File: config.mk
export PLATFORM = sky130hd
export DESIGN_NAME = periodic_task_scheduler_core
export DESIGN_NICKNAME = d
export VERILOG_FILES = /design/src/rtl/pts_pkg.sv /design/src/rtl/pts_ram.sv /design/src/rtl/pts_alu.sv /design/src/rtl/periodic_task_scheduler_core.sv
export VERILOG_INCLUDE_DIRS = /design/src /design/src/rtl
export SDC_FILE = /design/constraint.sdc
export NUM_CORES = 2
export LEC_CHECK = 0
export ABC_CLOCK_PERIOD_IN_PS = 5500
export BUFFER_PORTS_ARGS = -buffer_cell sky130_fd_sc_hd__buf_2
export CORE_ASPECT_RATIO = 0.6
export CORE_MARGIN = 10
export CORE_UTILIZATION = 55
export CTS_CLUSTER_DIAMETER = 100
export DETAILED_ROUTE_END_ITERATION = 7
export GPL_TIMING_DRIVEN = 0
export PLACE_DENSITY = 0.7
export SYNTH_ARGS = -nofsm -noshare
export SYNTH_HDL_FRONTEND = slang
export SYNTH_SLANG_ARGS = --single-unit
File: constraint.sdc
create_clock -name clk_i -period 5.5 [get_ports clk_i]
set_input_delay 0.275 -clock clk_i [delete_from_list [all_inputs] [get_ports clk_i]]
set_output_delay 0.275 -clock clk_i [all_outputs]
set_load 0.01 [all_outputs]
File: src/rtl/periodic_task_scheduler_core_assert.svh
// ----------------------------------------------------------------------------
// periodic_task_scheduler_core_assert
// Assertion macros for the scheduler RTL.
// ----------------------------------------------------------------------------
`ifndef PERIODIC_TASK_SCHEDULER_CORE_ASSERT_SVH
`define PERIODIC_TASK_SCHEDULER_CORE_ASSERT_SVH

// Same-cycle implication, disabled while reset is asserted.
`define PTS_ASSERT_IMP(lbl, clk, rst_n, ante, cons) \
  lbl: assert property (@(posedge clk) disable iff (!rst_n) (ante) |-> (cons)) \
    else $error("scheduler assertion failed");

// Next-cycle implication, disabled while reset is asserted.
`define PTS_ASSERT_NXT(lbl, clk, rst_n, ante, cons) \
  lbl: assert property (@(posedge clk) disable iff (!rst_n) (ante) |=> (cons)) \
    else $error("scheduler assertion failed");

`endif

File: src/rtl/pts_pkg.sv
// ----------------------------------------------------------------------------
// pts_pkg
// Types and constants of the periodic task scheduler.
// ----------------------------------------------------------------------------
`timescale 1ns / 1ps
`default_nettype none

package pts_pkg;

  localparam int unsigned DataW = 32;
  localparam int unsigned CfgW  = 16;
  localparam int unsigned IdW   = 5;
  localparam int unsigned ActW  = 3;
  localparam int unsigned KindW = 3;

  localparam logic [CfgW-1:0] DefaultWaitReset = 16'd100;

  typedef enum logic [ActW-1:0] {
    ACT_TICK     = 3'd0,
    ACT_CREATE   = 3'd1,
    ACT_SET_IVAL = 3'd2,
    ACT_PAUSE    = 3'd3,
    ACT_RESUME   = 3'd4,
    ACT_QUERY    = 3'd5
  } action_e;

  typedef enum logic [KindW-1:0] {
    KIND_FIRE      = 3'd0,
    KIND_TICK_DONE = 3'd1,
    KIND_CREATED   = 3'd2,
    KIND_ACK       = 3'd3,
    KIND_ELAPSED   = 3'd4,
    KIND_FULL      = 3'd5
  } kind_e;

  typedef enum logic [3:0] {
    ST_IDLE,
    ST_T_RD,
    ST_T_CMP,
    ST_T_UPD,
    ST_T_HINT,
    ST_T_DONE,
    ST_C_SCAN,
    ST_C_WR,
    ST_SLOT_RD,
    ST_SLOT_EV
  } state_e;

  typedef enum logic {
    ALU_ADD = 1'b0,
    ALU_SUB = 1'b1
  } alu_op_e;

  typedef struct packed {
    alu_op_e          op;
    logic [DataW-1:0] a;
    logic [DataW-1:0] b;
  } alu_req_t;

  typedef struct packed {
    logic [DataW-1:0] res;
    logic             borrow;
  } alu_rsp_t;

endpackage

`default_nettype wire

File: src/rtl/pts_ram.sv
// ----------------------------------------------------------------------------
// pts_ram
// Generic single-write, single-read RAM with registered read data.
// ----------------------------------------------------------------------------
`timescale 1ns / 1ps
`default_nettype none

module pts_ram #(
  parameter int unsigned Width = 32,
  parameter int unsigned Depth = 32
) (
  input  wire logic                     clk_i,
  input  wire logic                     we_i,
  input  wire logic [$clog2(Depth)-1:0] waddr_i,
  input  wire logic [Width-1:0]         wdata_i,
  input  wire logic [$clog2(Depth)-1:0] raddr_i,
  output logic      [Width-1:0]         rdata_o
);

  logic [Width-1:0] mem_q [Depth];

  always_ff @(posedge clk_i) begin
    if (we_i) begin
      mem_q[waddr_i] <= wdata_i;
    end
    rdata_o <= mem_q[raddr_i];
  end

endmodule

`default_nettype wire

File: src/rtl/pts_alu.sv
// ----------------------------------------------------------------------------
// pts_alu
// Shared 32-bit add/subtract unit; borrow doubles as the unsigned compare.
// ----------------------------------------------------------------------------
`timescale 1ns / 1ps
`default_nettype none

module pts_alu (
  input  wire pts_pkg::alu_req_t req_i,
  output pts_pkg::alu_rsp_t      rsp_o
);
  import pts_pkg::*;

  logic [DataW:0] diff;

  assign diff = {1'b0, req_i.a} - {1'b0, req_i.b};

  always_comb begin
    case (req_i.op)
      ALU_ADD: begin
        rsp_o.res    = req_i.a + req_i.b;
        rsp_o.borrow = 1'b0;
      end
      ALU_SUB: begin
        rsp_o.res    = diff[DataW-1:0];
        rsp_o.borrow = diff[DataW];  // a < b, unsigned
      end
      default: begin
        rsp_o.res    = '0;
        rsp_o.borrow = 1'b0;
      end
    endcase
  end

endmodule

`default_nettype wire

File: src/rtl/periodic_task_scheduler_core.sv
// ----------------------------------------------------------------------------
// periodic_task_scheduler_core
// Table of periodic tasks with tick scan, create, set interval, pause,
// resume and elapsed query, run by a small sequencer around one adder.
// ----------------------------------------------------------------------------
//  channel | direction | handshake          | payload
//  --------+-----------+--------------------+---------------------------------
//  in      | input     | in_valid / stall   | action, task_id, interval, now
//  out     | output    | out_valid / stall  | kind, id, value, bad_id, last
//  cfg     | input     | cfg_valid / ready  | default_wait_ms (16 bit)
//
//  A tick skips idle and paused slots and steps each running slot through
//  read, compare, re-arm if due and hint update, all on the one shared adder.
//  Create scans one slot per cycle from slot 1 for the first inactive slot.
//  Resume and query read the RAM before their result; set interval and pause do not.
//  Reset clears the per-slot valid bits at once; no clearing pass is needed.
//  A stalled output holds the sequencer only where it has a result to emit.
// ----------------------------------------------------------------------------
`timescale 1ns / 1ps
`default_nettype none

`include "periodic_task_scheduler_core_assert.svh"

module periodic_task_scheduler_core #(
  parameter int unsigned SLOT_COUNT = 32
) (
  input  wire logic                        clk_i,
  input  wire logic                        rst_ni,
  // input transactions
  input  wire logic                        in_valid_i,
  output logic                             in_stall_o,
  input  wire logic [pts_pkg::ActW-1:0]    action_i,
  input  wire logic [pts_pkg::IdW-1:0]     task_id_i,
  input  wire logic [pts_pkg::DataW-1:0]   interval_ms_i,
  input  wire logic [pts_pkg::DataW-1:0]   now_ms_i,
  // result transactions
  output logic                             out_valid_o,
  input  wire logic                        out_stall_i,
  output logic      [pts_pkg::KindW-1:0]   result_kind_o,
  output logic      [pts_pkg::IdW-1:0]     result_id_o,
  output logic      [pts_pkg::DataW-1:0]   result_value_o,
  output logic                             bad_id_o,
  output logic                             last_o,
  // configuration write
  input  wire logic                        cfg_valid_i,
  output logic                             cfg_ready_o,
  input  wire logic [pts_pkg::CfgW-1:0]    cfg_wdata_i
);
  import pts_pkg::*;

  localparam int unsigned SlotW  = $clog2(SLOT_COUNT);
  localparam int unsigned CntW   = SlotW + 1;
  localparam int unsigned IdExtW = SlotW + IdW + 1;

  // --------------------------------------------------------------------------
  // State
  // --------------------------------------------------------------------------
  state_e              state_q, state_d;
  logic [CntW-1:0]     scan_q, scan_d;      // slot under work
  logic [SlotW-1:0]    idx;
  logic                scan_end;

  action_e             act_q;
  logic                bad_q;
  logic [DataW-1:0]    now_q;
  logic [DataW-1:0]    interval_q;
  logic [DataW-1:0]    tick_time_q;
  logic [DataW-1:0]    hint_q, hint_d;
  logic [DataW-1:0]    cand_q, cand_d;      // wait hint candidate
  logic                ge_q, ge_d;          // now >= deadline
  logic [CfgW-1:0]     default_wait_q;

  logic [SLOT_COUNT-1:0] active_q, paused_q;
  logic [SLOT_COUNT-1:0] lr_vld_q, dl_vld_q, pd_vld_q;
  logic                  lr_v_q, dl_v_q, pd_v_q;
  logic                  active_set, paused_set, paused_clr;

  // table memories
  logic                lr_we, dl_we, pd_we;
  logic [DataW-1:0]    lr_wdata;
  logic [DataW-1:0]    lr_rdata, dl_rdata, pd_rdata;
  logic [DataW-1:0]    lr_rd, dl_rd, pd_rd;

  // shared adder
  alu_req_t            alu_req;
  alu_rsp_t            alu_rsp;

  // accept and slot decode
  logic                in_fire;
  logic                in_ok;
  logic [SlotW-1:0]    slot_in;

  // result register
  logic                out_valid_q;
  kind_e               out_kind_q, out_kind_d;
  logic [IdW-1:0]      out_id_q, out_id_d;
  logic [DataW-1:0]    out_value_q, out_value_d;
  logic                out_bad_q, out_bad_d;
  logic                out_last_q, out_last_d;
  logic                out_ld;
  logic                out_busy;
  logic [IdExtW-1:0]   id_ext;

  assign idx      = scan_q[SlotW-1:0];
  assign scan_end = (scan_q == CntW'(SLOT_COUNT));
  assign id_ext   = IdExtW'(scan_q);

  assign in_stall_o = (state_q != ST_IDLE);
  assign in_fire    = in_valid_i && !in_stall_o;
  assign in_ok      = (32'(task_id_i) < 32'(SLOT_COUNT));
  assign slot_in    = in_ok ? SlotW'(task_id_i) : '0;

  assign cfg_ready_o = 1'b1;

  // A result that waits and is not taken this cycle blocks a new one.
  assign out_busy = out_valid_q && out_stall_i;

  // never-written entries read as zero
  assign lr_rd = lr_v_q ? lr_rdata : '0;
  assign dl_rd = dl_v_q ? dl_rdata : '0;
  assign pd_rd = pd_v_q ? pd_rdata : '0;

  // --------------------------------------------------------------------------
  // Table memories: last run, deadline, period. Read and write at scan_q.
  // --------------------------------------------------------------------------
  pts_ram #(.Width(DataW), .Depth(SLOT_COUNT)) u_last_run (
    .clk_i  (clk_i),
    .we_i   (lr_we),
    .waddr_i(idx),
    .wdata_i(lr_wdata),
    .raddr_i(idx),
    .rdata_o(lr_rdata)
  );

  pts_ram #(.Width(DataW), .Depth(SLOT_COUNT)) u_deadline (
    .clk_i  (clk_i),
    .we_i   (dl_we),
    .waddr_i(idx),
    .wdata_i(alu_rsp.res),
    .raddr_i(idx),
    .rdata_o(dl_rdata)
  );

  pts_ram #(.Width(DataW), .Depth(SLOT_COUNT)) u_period (
    .clk_i  (clk_i),
    .we_i   (pd_we),
    .waddr_i(idx),
    .wdata_i(interval_q),
    .raddr_i(idx),
    .rdata_o(pd_rdata)
  );

  pts_alu u_alu (
    .req_i(alu_req),
    .rsp_o(alu_rsp)
  );

  // --------------------------------------------------------------------------
  // Sequencer
  // --------------------------------------------------------------------------
  always_comb begin
    state_d    = state_q;
    scan_d     = scan_q;
    hint_d     = hint_q;
    cand_d     = cand_q;
    ge_d       = ge_q;
    alu_req.op = ALU_ADD;
    alu_req.a  = now_q;
    alu_req.b  = interval_q;
    lr_we      = 1'b0;
    dl_we      = 1'b0;
    pd_we      = 1'b0;
    lr_wdata   = now_q;
    active_set = 1'b0;
    paused_set = 1'b0;
    paused_clr = 1'b0;
    out_ld      = 1'b0;
    out_kind_d  = KIND_ACK;
    out_id_d    = id_ext[IdW-1:0];
    out_value_d = '0;
    out_bad_d   = 1'b0;
    out_last_d  = 1'b1;

    case (state_q)
      ST_IDLE: begin
        if (in_valid_i) begin
          case (action_e'(action_i))
            ACT_TICK: begin
              scan_d  = CntW'(1);
              hint_d  = DataW'(default_wait_q);
              state_d = ST_T_RD;
            end
            ACT_CREATE: begin
              scan_d  = CntW'(1);
              state_d = ST_C_SCAN;
            end
            ACT_SET_IVAL, ACT_PAUSE: begin
              scan_d  = {1'b0, slot_in};
              state_d = ST_SLOT_EV;
            end
            ACT_RESUME, ACT_QUERY: begin
              scan_d  = {1'b0, slot_in};
              state_d = ST_SLOT_RD;
            end
            default: begin
              state_d = ST_IDLE;  // unknown action: dropped, no result
            end
          endcase
        end
      end

      // tick scan: skip idle and paused slots, read the others
      ST_T_RD: begin
        if (scan_end) begin
          state_d = ST_T_DONE;
        end else if (!active_q[idx] || paused_q[idx]) begin
          scan_d = scan_q + CntW'(1);
        end else begin
          state_d = ST_T_CMP;
        end
      end

      ST_T_CMP: begin
        alu_req.op = ALU_SUB;
        alu_req.a  = now_q;
        alu_req.b  = dl_rd;
        ge_d       = !alu_rsp.borrow;
        state_d    = ST_T_UPD;
      end

      ST_T_UPD: begin
        if (ge_q) begin
          if (!out_busy) begin
            // fire and re-arm at now + period
            alu_req.op = ALU_ADD;
            alu_req.a  = now_q;
            alu_req.b  = pd_rd;
            dl_we      = 1'b1;
            lr_we      = 1'b1;
            cand_d     = pd_rd;
            out_ld     = 1'b1;
            out_kind_d = KIND_FIRE;
            out_last_d = 1'b0;
            state_d    = ST_T_HINT;
          end
        end else begin
          alu_req.op = ALU_SUB;
          alu_req.a  = dl_rd;
          alu_req.b  = now_q;
          cand_d     = alu_rsp.res;
          state_d    = ST_T_HINT;
        end
      end

      ST_T_HINT: begin
        alu_req.op = ALU_SUB;
        alu_req.a  = cand_q;
        alu_req.b  = hint_q;
        if ((cand_q != '0) && alu_rsp.borrow) begin
          hint_d = cand_q;
        end
        scan_d  = scan_q + CntW'(1);
        state_d = ST_T_RD;
      end

      ST_T_DONE: begin
        if (!out_busy) begin
          out_ld      = 1'b1;
          out_kind_d  = KIND_TICK_DONE;
          out_id_d    = '0;
          out_value_d = hint_q;
          state_d     = ST_IDLE;
        end
      end

      // create: first inactive slot from 1
      ST_C_SCAN: begin
        if (scan_end) begin
          if (!out_busy) begin
            out_ld     = 1'b1;
            out_kind_d = KIND_FULL;
            out_id_d   = '0;
            state_d    = ST_IDLE;
          end
        end else if (!active_q[idx]) begin
          state_d = ST_C_WR;
        end else begin
          scan_d = scan_q + CntW'(1);
        end
      end

      ST_C_WR: begin
        if (!out_busy) begin
          alu_req.op = ALU_ADD;
          alu_req.a  = now_q;
          alu_req.b  = interval_q;
          dl_we      = 1'b1;
          lr_we      = 1'b1;
          pd_we      = 1'b1;
          active_set = 1'b1;
          out_ld     = 1'b1;
          out_kind_d = KIND_CREATED;
          state_d    = ST_IDLE;
        end
      end

      ST_SLOT_RD: begin
        state_d = ST_SLOT_EV;
      end

      ST_SLOT_EV: begin
        if (!out_busy) begin
          out_ld    = 1'b1;
          out_bad_d = bad_q;
          state_d   = ST_IDLE;
          case (act_q)
            ACT_SET_IVAL: begin
              alu_req.op = ALU_ADD;
              alu_req.a  = now_q;
              alu_req.b  = interval_q;
              dl_we      = 1'b1;
              pd_we      = 1'b1;
            end
            ACT_PAUSE: begin
              paused_set = 1'b1;
            end
            ACT_RESUME: begin
              alu_req.op = ALU_ADD;
              alu_req.a  = tick_time_q;
              alu_req.b  = pd_rd;
              dl_we      = 1'b1;
              lr_we      = 1'b1;
              lr_wdata   = tick_time_q;
              paused_clr = 1'b1;
            end
            ACT_QUERY: begin
              alu_req.op  = ALU_SUB;
              alu_req.a   = tick_time_q;
              alu_req.b   = lr_rd;
              out_kind_d  = KIND_ELAPSED;
              out_value_d = alu_rsp.res;
            end
            default: begin
              out_ld = 1'b0;
            end
          endcase
        end
      end

      default: begin
        state_d = ST_IDLE;
      end
    endcase
  end

  // --------------------------------------------------------------------------
  // Control registers
  // --------------------------------------------------------------------------
  always_ff @(posedge clk_i or negedge rst_ni) begin
    if (!rst_ni) begin
      state_q        <= ST_IDLE;
      scan_q         <= '0;
      tick_time_q    <= '0;
      hint_q         <= DataW'(DefaultWaitReset);
      default_wait_q <= DefaultWaitReset;
      active_q       <= '0;
      paused_q       <= '0;
      lr_vld_q       <= '0;
      dl_vld_q       <= '0;
      pd_vld_q       <= '0;
      out_valid_q    <= 1'b0;
    end else begin
      state_q <= state_d;
      scan_q  <= scan_d;
      hint_q  <= hint_d;

      if (cfg_valid_i && cfg_ready_o) begin
        default_wait_q <= cfg_wdata_i;
      end

      if (in_fire && (action_i == ACT_TICK)) begin
        tick_time_q <= now_ms_i;
      end

      if (active_set) active_q[idx] <= 1'b1;
      if (paused_set) paused_q[idx] <= 1'b1;
      if (paused_clr) paused_q[idx] <= 1'b0;
      if (lr_we)      lr_vld_q[idx] <= 1'b1;
      if (dl_we)      dl_vld_q[idx] <= 1'b1;
      if (pd_we)      pd_vld_q[idx] <= 1'b1;

      if (out_ld) begin
        out_valid_q <= 1'b1;
      end else if (!out_stall_i) begin
        out_valid_q <= 1'b0;
      end
    end
  end

  // --------------------------------------------------------------------------
  // Payload registers
  // --------------------------------------------------------------------------
  always_ff @(posedge clk_i) begin
    if (in_fire) begin
      act_q      <= action_e'(action_i);
      bad_q      <= !in_ok;
      now_q      <= now_ms_i;
      interval_q <= interval_ms_i;
    end
    cand_q <= cand_d;
    ge_q   <= ge_d;
    // valid bits follow the registered RAM read
    lr_v_q <= lr_vld_q[idx];
    dl_v_q <= dl_vld_q[idx];
    pd_v_q <= pd_vld_q[idx];
    if (out_ld) begin
      out_kind_q  <= out_kind_d;
      out_id_q    <= out_id_d;
      out_value_q <= out_value_d;
      out_bad_q   <= out_bad_d;
      out_last_q  <= out_last_d;
    end
  end

  assign out_valid_o    = out_valid_q;
  assign result_kind_o  = out_kind_q;
  assign result_id_o    = out_id_q;
  assign result_value_o = out_value_q;
  assign bad_id_o       = out_bad_q;
  assign last_o         = out_last_q;

  // --------------------------------------------------------------------------
  // Assertions
  // --------------------------------------------------------------------------
  `PTS_ASSERT_IMP(a_load_only_when_free, clk_i, rst_ni, out_ld, !out_busy)
  `PTS_ASSERT_NXT(a_last_ends_item, clk_i, rst_ni, out_ld && out_last_d, state_q == ST_IDLE)
  `PTS_ASSERT_IMP(a_scan_skips_slot0, clk_i, rst_ni, state_q == ST_T_RD, scan_q != '0)
  `PTS_ASSERT_NXT(a_tick_starts_scan, clk_i, rst_ni,
                  in_fire && (action_i == ACT_TICK), state_q == ST_T_RD)

endmodule

`default_nettype wire

==> impl_results.md <==
- Final Util: about two thirds
- Routed vias/inst: 7.27
- # nets final: between 8,000 and 9,000
- Worst reg-to-reg path cell count: 11
- Die footprint: approximately 270,000 um^2
- Worst-Margin Slew: approximately 1.6 ns
- Top delay family on crit path: buffers and inverters
- GRT overflow: 0
- Initial antenna violation count: 62
- I/O pin count: about 140
- Worst path arrival time: ~6 ns
- DP Worst Slack: -2.52 ns
- Worst-path clk slew: approximately 0.070 ns
- Detailed Route WL: between 500,000 and 600,000 um
- Crit path launch type: register
- Predominant post-synthesis flop cell: edfxtp_1
- Worst Setup EP: u_last_run.mem_q[24][27]
- Failing checks: capacitance limit, slew limit, setup timing
- Crit Path Max Fanout: 19
- Final hold violations: 0
- Max Root-Sink Buffers: 4
- Worst Setup Path Type: register to register
- HPWL Detailed: 388,000 um
- Via Count: between 80,000 and 90,000
- Final worst path period share: 101%
- Most frequent cell on the critical path: clkbuf_1
- Synth top area share: between 60% and 70%
- CTS Buf Count: 320
- Post-Syn Area: between 100,000 and 150,000 um^2
- Pwr dens: 638 nW/um^2
- Drt pass-1 iters: 8
- Top post-synthesis cells by area: edfxtp_1, mux4_2, dfrtp_1, a22oi_1, dfxtp_1
- Die H: around 400 um
- Status: finished with violations
- Max-slew headroom: -9.64%
- Area fraction in compound gates after synthesis: 5.69%
- Multi-input gate area: about 35,000 um^2
- Top cell type by total area after synthesis: edfxtp_1
- Maximum capacitance violations: 3
- WP data required: 6.06 ns
- IO buf count: 134
- Die W: approximately 670 um
- NetSw: 0.0408 W
- Yosys reg bits: 3,563
- Hold Path Class: input pin to register
- Final worst slack: -0.0638 ns
- Number of synthesized flops with an enable pin: between 3,000 and 4,000
- Syn Inst Count: approximately 7,100
- Number of H-tree levels: 5
- DRT antenna net count: 0
- RSZ-0062 raised after global routing: yes
- Crit path largest cell delay: roughly 0.76 ns
- Residual DRC: 0
- CTS root buf: clkbuf_16
- Area growth syn-to-layout: 17.6%
- Post-synth ARST share: under 10%
- Reg2reg start: scan_q[1]
- Cell count along the critical path: 11
- Clk Latency, worst-skew pair: about 0.91 ns
- Kind of end point of the critical path: register
- Post-Synth XOR/XNOR Area: less than 1%
- Worst vdd ir: about 650 uV
- Initial core utilization: 55.5%
- Critical path launch point: scan_q[1]
- Vias in the first global route: 78,262
- Register area share after synthesis: 75.2%
- Critical path cell sequence: buf_2, buf_1, clkbuf_2, clkbuf_4, inv_1, ha_1, clkbuf_1, clkbuf_1, nand2_1, nor2_4, buf_12
- Synth Area in Simple Gates: between 2 and 3%
- Largest family of logic cells by synthesized area: multiplexers
- Fin area: 164,000 um^2
- Tot GR Track Use: between 30% and 40%
- Placer congestion estimate: 1.07
- Syn_area_per_cell: just under 20 um^2
- Initial drt markers: approximately 16,000
- Global-route wire length before repair: 713,000 um
- Non-filler instance count after layout: ~12,000
- Fmax: ~0.18 GHz
- Std cell rows: roughly 140
- Layout cells sized above 1: 28.8%
- CP Buf/Inv Count: 8
- Logic pwr share: 39.6%
- Core area: 251,000 um^2
- Sw frac: roughly two fifths
- Crit path time final: ~5.6 ns
- CTS tree: built
- Largest net degree at the start of global routing: 100
- Count of cell types in the netlist: just over 80
- Clock Sinks: between 3,000 and 4,000
- Number of fill cells: approximately 16,000
- Register-to-Register Setup Slack: -0.06 ns
- Leak pwr: between 50 and 60 nW
- CP max-delay cell: nor2_4
- Worst Skew: around 0.081 ns
- Final setup vio count: around 70
- Synth Area in Adders: 0.640%
- R2R Path End: u_last_run.mem_q[24][27]
- Wire length per cell: approximately 47 um
- Int Pwr: 0.0636 W
- Yosys warnings: 0
- Fin Setup TNS: -2.42 ns
- Mux contribution to synthesized area: between 10% and 20%
- Clock group share of total power: between 20 and 25%
- Placed Instance Area: about 150,000 um^2
- Post-Syn Nets: just over 7,000
- Register area: 105,000 um^2
- Sequential share of power: about two fifths
- Final slew viol count: 45
- Placed Cells: 10,799
## layout make-up
class | count | area share, %
tap | 3384 | 2.59
clock inverter | 169 | 1.15
antenna | 55 | 0.0841
clock buffer | 413 | 5.32
timing repair inverter | 4 | 0.0168
inverter | 77 | 0.187
multi-input combinational | 2968 | 21.1
sequential | 3563 | 64.0
buffer | 448 | 1.28
timing repair buffer | 518 | 4.29
## per-layer routing
metal,vias to the layer above,routed length [um],GRT usage [%]
met2,7737,219000,51.7
li1,31149,-,-
met4,42,28200,15.6
met5,-,1100,0
met1,44198,202000,55.0
met3,1152,92900,18.3
## cell families (layout without fill, tap and decap cells)
logic type,Yosys count,in the layout
AOI/OAI and AO/OA,1115,1115
DFF,3563,3563
muxes,882,882
buffers and inverters,534,1629
and+or+nand+nor,849,849
adders and majority gates,70,70
xor gates and xnor gates,49,50
other,2,57
## synth_stat cells (21+ instances only)
cell type / count
o221ai_1: 35
nor2_1: 221
buf_2: 90
dfxtp_1: 99
mux4_2: 808
ha_1: 68
nand2_1: 269
dfrtp_1: 245
clkbuf_1: 318
mux2_2: 51
o21ai_0: 102
a32oi_1: 61
nand3_1: 31
inv_1: 76
buf_1: 45
edfxtp_1: 3213
xnor2_1: 36
o21ai_1: 21
a32o_1: 41
or2_2: 97
nand4_1: 120
a21oi_1: 151
a31oi_1: 104
a22oi_1: 410
a221o_1: 28
o21bai_1: 45
mux2i_1: 23
## what timing repair did
action	4_1_cts	5_1_grt
setup buffers	32	28
hold buffers	98	0
resized for setup	231	120
pin swaps	27	23
hold endpoints to repair	279	0
endpoints found under the setup margin	2770	761
gates cloned	4	1
## worst reg2reg max path, stage by stage (launching register included)
cell and delay (ns):
dfrtp_1 0.43, buf_2 0.28, buf_1 0.34, clkbuf_2 0.51
clkbuf_4 0.60, inv_1 0.34, ha_1 0.19, clkbuf_1 0.39
clkbuf_1 0.55, nand2_1 0.47, nor2_4 0.77, buf_12 0.31
## registers in the layout (all words and copies together) (netlist names), 4 cells and up
register,flops
result_value_o,32
interval_q,32
u_deadline.rdata_o,32
now_q,32
hint_q,32
result_id_o,5
cand_q,32
u_period.mem_q,1024
pd_vld_q,32
default_wait_q,16
active_q,32
u_last_run.mem_q,1024
scan_q,6
u_period.rdata_o,32
tick_time_q,32
lr_vld_q,32
dl_vld_q,32
state_q,4
u_deadline.mem_q,1024
paused_q,32
u_last_run.rdata_o,32
## power groups by stage
stage / Sequential, W / Clock [W] / Combinational (W)
after CTS: 0.0398 / 0.0231 / 0.0387
after detailed placement: 0.0404 / 0 / 0.0363
after global placement: 0.0405 / 0 / 0.0321
final: 0.0400 / 0.0231 / 0.0413
after floorplan: 0.0391 / 0 / 0.0182
after global routing: 0.0399 / 0.0242 / 0.0421
## through the flow
step / total power, W / hold slack (ns)
5_1_grt: 0.106 / 0.0572
6_report: 0.104 / 0.0733
4_1_cts: 0.102 / 0.0199
2_1_floorplan: 0.0573 / -0.0206
3_3_place_gp: 0.0726 / 0.443
3_5_place_dp: 0.0767 / 0.276
## worst min path at each step
stage	from	end	slack, ns	cells past startpoint
floorplan	rst_ni	active_q[0]	-0.02	0
global placement	dl_vld_q[4]	dl_vld_q[4]	0.44	1
detailed placement	rst_ni	lr_vld_q[11]	0.28	1
CTS	interval_ms_i[14]	interval_q[14]	0.02	2
global route	interval_ms_i[16]	interval_q[16]	0.06	2
finish	interval_ms_i[14]	interval_q[14]	0.07	2
## cell usage in the layout (no fill, tap or decap), drive strengths merged, types with 90 or more instances in the layout
cell and instances:
dfrtp 245, a22oi 410, dlygate4sd3 97, clkbuf 723
or2 100, nand4 120, nand2 269, edfxtp 3213
nor2 224, buf 557, inv 90, mux4 808
o21ai 124, dfxtp 99, a21oi 151, a31oi 104
clkinv 110
Power figures use the tool's default switching activity.
